--- src/sv/pim_pkg.sv ---
// Shared types and status codes for the priority inheritance mutex.
// No dependencies; used by pim_queue, pim_core and the top level.
package pim_pkg;

  localparam int ID_W   = 4;
  localparam int PRIO_W = 8;

  localparam logic [2:0] ST_GRANTED  = 3'd0;
  localparam logic [2:0] ST_BLOCKED  = 3'd1;
  localparam logic [2:0] ST_HANDED   = 3'd2;
  localparam logic [2:0] ST_UNLOCKED = 3'd3;
  localparam logic [2:0] ST_IGNORED  = 3'd4;
  localparam logic [2:0] ST_FULL     = 3'd5;

  localparam logic ACT_LOCK   = 1'b0;
  localparam logic ACT_UNLOCK = 1'b1;

  // Input word, action in the lowest bit
  typedef struct packed {
    logic [PRIO_W-1:0] task_priority;
    logic [ID_W-1:0]   task_id;
    logic              action;
  } pim_req_t;

  // Result word, status in the lowest bits
  typedef struct packed {
    logic              yield_request;
    logic [ID_W-1:0]   wake_id;
    logic              wake_valid;
    logic [PRIO_W-1:0] restored_priority;
    logic              boosted;
    logic [PRIO_W-1:0] owner_priority;
    logic              locked_now;
    logic [ID_W-1:0]   owner_id;
    logic [2:0]        status;
  } pim_res_t;

  typedef struct packed {
    logic [ID_W-1:0]   id;
    logic [PRIO_W-1:0] prio;
  } pim_waiter_t;

  typedef struct packed {
    logic        push;
    logic        pop;
    pim_waiter_t entry;
  } pim_qcmd_t;

  typedef struct packed {
    logic        empty;
    logic        full;
    pim_waiter_t head;
  } pim_qstat_t;

endpackage

--- src/sv/pim_queue.sv ---
// Ring-buffer FIFO of waiting tasks with a prefetched head entry.
// Depends on pim_pkg.
module pim_queue #(
  parameter int MAX_TASKS = 16
) (
  input  logic              clk,
  input  logic              rst,
  input  pim_pkg::pim_qcmd_t cmd,
  output pim_pkg::pim_qstat_t stat
);
  import pim_pkg::*;

  localparam int IDX_W = $clog2(MAX_TASKS);
  localparam int CNT_W = $clog2(MAX_TASKS + 1);

  pim_waiter_t        waiters [MAX_TASKS];
  pim_waiter_t        head_q;
  logic [IDX_W-1:0]   head;
  logic [IDX_W-1:0]   head_next;
  logic [IDX_W-1:0]   tail;
  logic [IDX_W-1:0]   tail_next;
  logic [CNT_W-1:0]   count;
  logic [CNT_W-1:0]   count_next;

  function automatic logic [IDX_W-1:0] ring_next(input logic [IDX_W-1:0] i);
    ring_next = (i == IDX_W'(MAX_TASKS - 1)) ? '0 : i + 1'b1;
  endfunction

  always_comb begin
    head_next  = cmd.pop  ? ring_next(head) : head;
    tail_next  = cmd.push ? ring_next(tail) : tail;
    count_next = count;
    if (cmd.push) begin
      count_next = count + 1'b1;
    end else if (cmd.pop) begin
      count_next = count - 1'b1;
    end
  end

  always_ff @(posedge clk) begin
    if (rst) begin
      head  <= '0;
      tail  <= '0;
      count <= '0;
    end else begin
      head  <= head_next;
      tail  <= tail_next;
      count <= count_next;
    end
  end

  always_ff @(posedge clk) begin
    if (cmd.push) begin
      waiters[tail] <= cmd.entry;
    end
  end

  // Prefetch the entry at the next head; forward a word written there this cycle
  always_ff @(posedge clk) begin
    if (cmd.push && (tail == head_next)) begin
      head_q <= cmd.entry;
    end else begin
      head_q <= waiters[head_next];
    end
  end

  assign stat.empty = (count == '0);
  assign stat.full  = (count == CNT_W'(MAX_TASKS));
  assign stat.head  = head_q;

  a_no_push_full: assert property (@(posedge clk) disable iff (rst)
    cmd.push |-> !stat.full)
    else $error("push into a full waiter queue");

  a_no_pop_empty: assert property (@(posedge clk) disable iff (rst)
    cmd.pop |-> !stat.empty)
    else $error("pop from an empty waiter queue");

  a_count_bound: assert property (@(posedge clk) disable iff (rst)
    count <= CNT_W'(MAX_TASKS))
    else $error("waiter count beyond depth");

  a_empty_ptrs: assert property (@(posedge clk) disable iff (rst)
    stat.empty |-> (head == tail))
    else $error("empty queue with head and tail apart");

endmodule

--- src/sv/pim_core.sv ---
// Ownership and priority inheritance logic: holder registers and the result
// for one request. Depends on pim_pkg; drives pim_queue through pim_qcmd_t.
module pim_core #(
  parameter int PRIORITY_LEVELS = 256
) (
  input  logic                clk,
  input  logic                rst,
  input  logic                fire,
  input  pim_pkg::pim_req_t   req,
  input  pim_pkg::pim_qstat_t qstat,
  output pim_pkg::pim_qcmd_t  qcmd,
  output pim_pkg::pim_res_t   res
);
  import pim_pkg::*;

  localparam int PRIO_MAX = PRIORITY_LEVELS - 1;

  logic              locked;
  logic              locked_next;
  logic [ID_W-1:0]   holder_id;
  logic [ID_W-1:0]   holder_id_next;
  logic [PRIO_W-1:0] holder_prio;
  logic [PRIO_W-1:0] holder_prio_next;
  logic [PRIO_W-1:0] base_prio;
  logic [PRIO_W-1:0] base_prio_next;
  logic [PRIO_W-1:0] prio;

  always_comb begin
    // Saturate priorities beyond the configured levels
    if (32'(req.task_priority) >= PRIO_MAX) begin
      prio = PRIO_W'(PRIO_MAX);
    end else begin
      prio = req.task_priority;
    end

    locked_next      = locked;
    holder_id_next   = holder_id;
    holder_prio_next = holder_prio;
    base_prio_next   = base_prio;
    qcmd.push        = 1'b0;
    qcmd.pop         = 1'b0;
    qcmd.entry.id    = req.task_id;
    qcmd.entry.prio  = prio;
    res              = '0;

    if (req.action == ACT_LOCK) begin
      if (!locked) begin
        locked_next      = 1'b1;
        holder_id_next   = req.task_id;
        holder_prio_next = prio;
        base_prio_next   = prio;
        res.status       = ST_GRANTED;
      end else if (qstat.full) begin
        res.status = ST_FULL;
      end else begin
        qcmd.push = fire;
        if (prio > holder_prio) begin
          holder_prio_next = prio;
          res.boosted      = 1'b1;
        end
        res.yield_request = 1'b1;
        res.status        = ST_BLOCKED;
      end
    end else begin
      if (!locked || (holder_id != req.task_id)) begin
        res.status = ST_IGNORED;
      end else begin
        res.restored_priority = base_prio;
        if (!qstat.empty) begin
          qcmd.pop          = fire;
          holder_id_next    = qstat.head.id;
          holder_prio_next  = qstat.head.prio;
          base_prio_next    = qstat.head.prio;
          res.wake_valid    = 1'b1;
          res.wake_id       = qstat.head.id;
          res.yield_request = (qstat.head.prio > base_prio);
          res.status        = ST_HANDED;
        end else begin
          locked_next      = 1'b0;
          holder_id_next   = '0;
          holder_prio_next = '0;
          base_prio_next   = '0;
          res.status       = ST_UNLOCKED;
        end
      end
    end

    res.locked_now     = locked_next;
    res.owner_id       = locked_next ? holder_id_next : '0;
    res.owner_priority = locked_next ? holder_prio_next : '0;
  end

  always_ff @(posedge clk) begin
    if (rst) begin
      locked      <= 1'b0;
      holder_id   <= '0;
      holder_prio <= '0;
      base_prio   <= '0;
    end else if (fire) begin
      locked      <= locked_next;
      holder_id   <= holder_id_next;
      holder_prio <= holder_prio_next;
      base_prio   <= base_prio_next;
    end
  end

  a_free_clear: assert property (@(posedge clk) disable iff (rst)
    !locked |-> (holder_id == '0 && holder_prio == '0 && base_prio == '0))
    else $error("free mutex with stale holder state");

  a_boost_ge_base: assert property (@(posedge clk) disable iff (rst)
    locked |-> (holder_prio >= base_prio))
    else $error("effective priority below base priority");

  a_queue_needs_owner: assert property (@(posedge clk) disable iff (rst)
    !locked |-> qstat.empty)
    else $error("waiters queued on a free mutex");

endmodule

--- src/sv/priority_inheritance_mutex.sv ---
// Top level of the priority inheritance mutex: input register, result register
// and the stream handshake. Depends on pim_pkg, pim_queue and pim_core.
//
// One lock or unlock word is taken per clock cycle while ready is high, and
// each gives one result word: the word waits in the input register, then the
// decision logic, the holder registers and the waiter ring are updated
// together as the result register loads. The waiter ring's head entry is
// prefetched into a register, so a hand-over waits for no memory read. Ready
// drops only while the result register is full and not being taken.
module priority_inheritance_mutex #(
  parameter int MAX_TASKS       = 16,
  parameter int PRIORITY_LEVELS = 256
) (
  input  logic        clk,
  input  logic        rst,
  input  logic        s_axis_tvalid,
  output logic        s_axis_tready,
  // [0] action, [4:1] task_id, [12:5] task_priority, [15:13] zero
  input  logic [15:0] s_axis_tdata,
  output logic        m_axis_tvalid,
  input  logic        m_axis_tready,
  // [2:0] status, [6:3] owner_id, [7] locked_now, [15:8] owner_priority,
  // [16] boosted, [24:17] restored_priority, [25] wake_valid, [29:26] wake_id,
  // [30] yield_request, [31] zero
  output logic [31:0] m_axis_tdata
);
  import pim_pkg::*;

  logic       in_valid;
  pim_req_t   in_req;
  logic       out_free;
  logic       fire;
  pim_res_t   res;
  pim_res_t   res_q;
  pim_qcmd_t  qcmd;
  pim_qstat_t qstat;

  assign out_free      = !m_axis_tvalid || m_axis_tready;
  assign fire          = in_valid && out_free;
  assign s_axis_tready = !in_valid || fire;

  always_ff @(posedge clk) begin
    if (rst) begin
      in_valid <= 1'b0;
    end else if (s_axis_tready) begin
      in_valid <= s_axis_tvalid;
    end
  end

  always_ff @(posedge clk) begin
    if (s_axis_tready && s_axis_tvalid) begin
      in_req <= s_axis_tdata[$bits(pim_req_t)-1:0];
    end
  end

  pim_queue #(
    .MAX_TASKS (MAX_TASKS)
  ) u_queue (
    .clk  (clk),
    .rst  (rst),
    .cmd  (qcmd),
    .stat (qstat)
  );

  pim_core #(
    .PRIORITY_LEVELS (PRIORITY_LEVELS)
  ) u_core (
    .clk   (clk),
    .rst   (rst),
    .fire  (fire),
    .req   (in_req),
    .qstat (qstat),
    .qcmd  (qcmd),
    .res   (res)
  );

  always_ff @(posedge clk) begin
    if (rst) begin
      m_axis_tvalid <= 1'b0;
    end else if (out_free) begin
      m_axis_tvalid <= fire;
    end
  end

  always_ff @(posedge clk) begin
    if (fire) begin
      res_q <= res;
    end
  end

  assign m_axis_tdata = {1'b0, res_q};

endmodule

--- config.mk ---
export PLATFORM = sky130hd
export DESIGN_NAME = priority_inheritance_mutex
export DESIGN_NICKNAME = d
export VERILOG_FILES = /design/src/sv/pim_pkg.sv /design/src/sv/pim_queue.sv /design/src/sv/pim_core.sv /design/src/sv/priority_inheritance_mutex.sv
export SDC_FILE = /design/constraint.sdc
export NUM_CORES = 1
export LEC_CHECK = 0
export ABC_AREA = 1
export BUFFER_PORTS_ARGS = -buffer_cell sky130_fd_sc_hd__buf_2
export CAP_MARGIN = 15
export CORE_MARGIN = 2
export CORE_UTILIZATION = 60
export CTS_BUF_LIST = sky130_fd_sc_hd__clkbuf_16
export CTS_CLUSTER_SIZE = 8
export DETAILED_ROUTE_END_ITERATION = 8
export GPL_ROUTABILITY_DRIVEN = 0
export GPL_TIMING_DRIVEN = 0
export PLACE_DENSITY = 0.78
export SETUP_SLACK_MARGIN = 0.1
export SYNTH_ARGS = -nofsm -noshare
export SYNTH_HDL_FRONTEND = slang
export SYNTH_HIERARCHICAL = 1
export SYNTH_SLANG_ARGS = --single-unit
--- constraint.sdc ---
create_clock -name clk -period 5.25 [get_ports clk]
set_input_delay 0.525 -clock clk [delete_from_list [all_inputs] [get_ports clk]]
set_output_delay 0.525 -clock clk [all_outputs]
set_load 0.02 [all_outputs]
Word level (Yosys, flattened, before mapping)
Memories as Yosys holds them, arrays and structs flattened. A register that Yosys moved wholly into a read port is not among the register bits.
Cells that the tools add are included.
{"block": "word_totals", "reg_bits": 80, "ramBits": 192, "input_bits": 20, "output_inout_bits": 34, "word_cells": 92, "mem_count": 1}
{"block": "op_classes", "add_sub_neg": 4, "magnitude_cmp": 3, "n_eq_ne": 6, "mux": 41, "bitwise": 2, "n_reduce_logical": 14}
{"name": "u_queue.waiters", "words": 16, "width": 12, "rd": 1, "rd_ports_with_merged_regs": 1, "write_ports": 1, "line_no": "pim_queue.sv:16", "text": "pim_waiter_t waiters [MAX_TASKS];"}
{"cell": "8-bit two-way mux", "count": 10}
{"cell": "4-bit two-way mux", "count": 7}
{"cell": "8-bit > comparator", "count": 2}
{"cell": "1-bit two-way mux", "count": 16}
{"cell": "14-bit two-way mux", "count": 1}
{"cell": "3-bit two-way mux", "count": 4}
{"cell": "5-bit two-way mux", "count": 2}
{"cell": "4-bit by 1-bit adder with 4-bit output, second input constant", "count": 2}
{"cell": "4-bit equality test, second input constant", "count": 2}
{"cell": "8-bit >= comparator, second input constant", "count": 1}
{"cell": "6-bit two-way mux", "count": 1}
{"cell": "3-bit OR reduction", "count": 2}
{"cell": "5-bit by 1-bit adder with 5-bit output, second input constant", "count": 1}
{"cell": "5-bit equality test, second input constant", "count": 1}
{"cell": "5-bit logical NOT", "count": 1}
{"cell": "5-bit by 1-bit subtractor with 5-bit output, second input constant", "count": 1}
{"cell": "2-bit inequality test, second input constant", "count": 2}
{"cell": "4-bit inequality test", "count": 1}
{"cell": "1-bit logical NOT", "count": 3}
{"cell": "1-bit logical OR", "count": 3}
{"cell": "3-bit AND reduction", "count": 1}
{"cell": "1-bit logical AND", "count": 2}
{"cell": "1-bit NOT", "count": 2}
{"cell": "2-bit nonzero test", "count": 1}
{"cell": "2-bit OR reduction", "count": 1}

Depth between registers and ports, before layout
{"block": "logic_depth", "word_depth": 8, "depth_mapped": 18}

Modules after synthesis
Netlist, hierarchy kept.
{"mod": "pim_queue", "n_inst": 1, "cells_each": 914, "area_per_inst_um2": 9147.5}
{"mod": "pim_core", "n_inst": 1, "cells_each": 354, "area_per_inst_um2": 2064.5}
{"mod": "priority_inheritance_mutex", "n_inst": 1, "cells_each": 58, "area_per_inst_um2": 1423.9}

Least setup slack after synthesis
OpenSTA, ideal clock, no wires.
{"block": "synth_timing", "path_type": "input-to-reg", "from": "in m_axis_tready", "to": "reg u_queue.count[3]", "arrival_ps": 4321, "required_ps": 5141, "setup_slack_ps": 821, "cell_stages": 15, "cell_sequence": "inv_1 a21oi_1 clkbuf_1 inv_1 clkbuf_1 buf_2 nor3_1 buf_2 inv_1 ha_1 or2_2 nand3_1 nand3_1 nand2_1 inv_1"}
{"item": "start, declared", "line_no": "priority_inheritance_mutex.sv:21", "text": "input logic m_axis_tready,"}
{"item": "end signal, assigned", "line_no": "pim_queue.sv:48", "text": "count <= count_next;"}
{"item": "end, declared", "line_no": "pim_queue.sv:22", "text": "logic [CNT_W-1:0] count;"}

==> results.tsv <==
stage	metric	value	unit
sta	setup_viol	0	
synthesis	yosysWarnings	6	
synthesis	synth_fa_ha_area_frac	0.0253	
power_and_ir_drop	intPower	3900	uW
worst_setup_path	crit_fanout	31	
clocking	cts_made_buffers	40	
sta	final_max_slew_viol_count	0	
place	post_dp_cell_area	13300	um^2
sta	fmax	254	MHz
detailed_routing	drt-met1-wl	11900	um
die	rows	53	
worst_setup_path	rr_worst_depth	11	
clocking	ctsHoldBuffers	0	
global_routing	grt_max_degree	32	
die	io_pins	54	
synthesis	muxShareOfSynthArea	0	
worst_setup_path	arrival	4.05	ns
final_layout	layout.area.seq	7890	um^2
synthesis	ys_types	38	
die	fp.dieW	149	um
final_layout	instances_no_fill	1717	
power_and_ir_drop	ir_worst_vdd	0.303	mV
final_layout	areaGrowthSynthToFinish	14.2	%
worst_setup_path	worstSetupEndpointType	flip-flop	
sta	finClkSkew	0.0199	ns
place	hpwlAfterDp	20600	um
min_path	worstHoldStart	s_axis_tdata[4]	
synthesis	yosysTopAreaCellShare	0.561	
worst_setup_path	rrSetupSlack	1.32	ns
synthesis	yosys.area.top_type	edfxtp_1	
synthesis	synth_area_leaders	edfxtp_1 56%, nand2_1 11%, nand3_1 6.9%	
detailed_routing	drc	0	
detailed_routing	top_layer_used	met4	
clocking	cts_buffer_depth	3	
clocking	clockRootBuffer	clkbuf_16	
synthesis	yosys.area_share.simple	0.217	
sta	slew_headroom	0.208	
synthesis	synthesis.area	12600	um^2
power_and_ir_drop	pwr-share-clk	0.457	
worst_setup_path	critPathRequiredTime	5.37	ns
power_and_ir_drop	p_sw	1050	uW
power_and_ir_drop	finalPower	4960	uW
worst_setup_path	path_class	flip-flop to flip-flop	
min_path	holdPathStages	1	
synthesis	synth_top_family_by_area	simple AND/OR/NAND/NOR gates	
run	drv_cap	0	
detailed_routing	first_pass_iters	5	
synthesis	synth_xor_area_frac	0.00139	
detailed_routing	via_per_inst	5.49	
global_routing	grt_usage	0.284	
sta	finalHoldViolCount	0	
synthesis	synth_area_per_cell	9.53	um^2
worst_setup_path	crit_path_start	in_valid	
place	numPortBuffers	49	
sta	finalCritPeriodShare	0.749	
sta	finalSetupTns	0	ns
synthesis	synthCells	1326	
detailed_routing	dr_total_vias	9433	
synthesis	ys_seq_area_frac	0.624	
final_layout	multi_input_area	3520	um^2
worst_setup_path	reg2reg_from	in_valid	
detailed_routing	totalWireLength	31100	um
power_and_ir_drop	p_seq_frac	0.492	
clocking	clk_latency	0.52	ns
final_layout	num_antenna_cells	0	
final_layout	drive_gt1_frac	0.110	
sta	worst_slew_pin_slew	1.18	ns
synthesis	synth_compound_area_frac	0.0337	
clocking	ctsResizeCount	0	
worst_setup_path	cp-start-kind	flip-flop	
outcome	status	completed	
clocking	cts_tree	done	
min_path	hold_end	in_req[4]	
detailed_routing	wl_per_cell	18.1	um
die	chipHeight	149	um
final_layout	nets	1467	
power_and_ir_drop	p_leak	0.00634	uW
detailed_routing	dr.first_iter.drc_count	1181	
global_routing	grt_antenna_before_repair	0	
place	place_inst	1651	
die	initial_core_util	0.607	
clocking	clk_pin_slew	0.05	ns
die	core_area	20800	um^2
clocking	cts_setup_buffers	0	
synthesis	syn_nets	1371	
power_and_ir_drop	switching_share	0.212	
sta	min_period	3.93	ns
final_layout	finalInstanceArea	14400	um^2
detailed_routing	ant_nets	0	
global_routing	grt_pass1_wl	46800	um
detailed_routing	met2WireLength	14500	um
clocking	clkSinkCount	276	
sta	rsz0062_at_grt	no	
die	dieArea	22200	um^2
clocking	ctsHtreeMaxLevel	2	
final_layout	final.fill_count	1532	
detailed_routing	route.met3.wl	3640	um
min_path	hold_class	input pin to flip-flop	
global_routing	grt.overflow.total	0	
worst_setup_path	rr_endpoint	u_queue/waiters[14][4]	
power_and_ir_drop	combPwrFrac	0.051	
synthesis	synth_seq_cells	276	
global_routing	grt_pass1_vias	8694	
power_and_ir_drop	p_per_area	343	nW/um^2
==> state kept, by name, summed over array words and instances (netlist names), named ones only <==
signal              count
u_queue/head            4
u_queue/tail            4
u_core/holder_id        4
in_valid                1
in_req                 13
u_core/locked           1
m_axis_tvalid           1
u_queue/count           5
u_core/base_prio        8
u_queue/waiters       192
u_core/holder_prio      8
m_axis_tdata           31
==> power by group through the flow <==
stage / Combinational, uW / Clock (uW) / Sequential (uW)
CTS: 245 / 2290 / 2440
global route: 276 / 2380 / 2440
detailed placement: 244 / 0 / 2480
finish: 252 / 2260 / 2440
floorplan: 147 / 0 / 2490
global placement: 235 / 0 / 2480
==> placed cells by master, fill, tap and decap left out, types with 2 or more instances in the layout <==
| master | Yosys | routed |
|---|---|---|
| edfxtp_1 | 236 | 236 |
| a21oi_1 | 34 | 33 |
| nand2_1 | 363 | 363 |
| nand4_1 | 4 | 4 |
| clkbuf_1 | 20 | 20 |
| nor2_2 | 2 | 2 |
| nand3_2 | 2 | 2 |
| a31oi_1 | 3 | 3 |
| nand3_1 | 175 | 175 |
| buf_6 | 9 | 11 |
| o21ai_0 | 31 | 31 |
| ha_1 | 24 | 24 |
| clkbuf_16 | 0 | 42 |
| buf_1 | 5 | 5 |
| nand2_4 | 2 | 2 |
| inv_1 | 226 | 244 |
| inv_2 | 3 | 3 |
| buf_2 | 25 | 74 |
| o211ai_1 | 3 | 3 |
| inv_6 | 0 | 2 |
| nor3_1 | 10 | 10 |
| dfxtp_1 | 40 | 40 |
| buf_4 | 8 | 10 |
| nor2_1 | 85 | 85 |
==> cells by family (layout without fill, tap and decap cells) <==
family | after synthesis | after routing
AOI/OAI and AO/OA | 77 | 77
xor gates and xnor gates | 2 | 2
adders and majority gates | 25 | 25
buffers and inverters | 297 | 413
DFF | 276 | 276
other | 1 | 1
and+or+nand+nor | 648 | 648
==> final cells by class <==
cell class / count / share of cell area
multi-input combinational: 753 / 0.244
sequential: 276 / 0.547
buffer: 67 / 0.0264
timing repair buffer: 54 / 0.0210
clock buffer: 42 / 0.0728
tap: 275 / 0.0238
inverter: 230 / 0.0598
clock inverter: 20 / 0.00590
==> synth_stat cells (all sizes together) <==
cell,instances
nand2,366
or2,1
o22ai,2
nor2,88
a21o,1
nand3,177
buf,47
xor2,1
ha,24
o21ai,32
nor3,12
dfxtp,40
a211oi,1
inv,229
nand4,4
edfxtp,236
a21oi,35
a31oi,3
o211ai,3
clkbuf,20
xnor2,1
conb,1
fa,1
clkinv,1
==> per-stage QoR <==
step	util	setup WS, ns	hold slack [ns]
after global placement	0.635	-0.663	0.475
after floorplan	-	0.821	0.455
final	0.693	1.32	0.194
after detailed placement	0.637	1.06	0.489
after CTS	0.691	1.30	0.184
after global routing	0.693	1.12	0.179
==> how the worst max path moves through the flow <==
stage          depth (start not counted)  slack [ns]                     end
2_1_floorplan                         15        0.82        u_queue/count[3]
3_3_place_gp                          11       -0.66  u_queue/waiters[14][3]
3_5_place_dp                          12        1.06  u_queue/waiters[13][3]
4_1_cts                               11        1.30   u_queue/waiters[3][2]
5_1_grt                               11        1.12   u_queue/waiters[4][6]
6_report                              11        1.32  u_queue/waiters[14][4]
==> layer usage <==
| metal | track usage | vias up |
|---|---|---|
| li1 | - | 4463 |
| met1 | 0.377 | 4341 |
| met2 | 0.451 | 546 |
| met3 | 0.0709 | 83 |
| met4 | 0.116 | 0 |
| met5 | 0 | - |
==> worst max-delay path: stages (launching register included) <==
cell      delay (ns)
dfxtp_1         0.34
inv_1           0.08
a21oi_4         0.16
buf_12          0.22
clkbuf_1        0.37
inv_1           0.15
clkbuf_1        0.28
buf_2           0.28
nor3_1          0.26
buf_2           0.23
nand2_1         0.21
nor2_1          0.95
(Power assumes the default switching activity.)
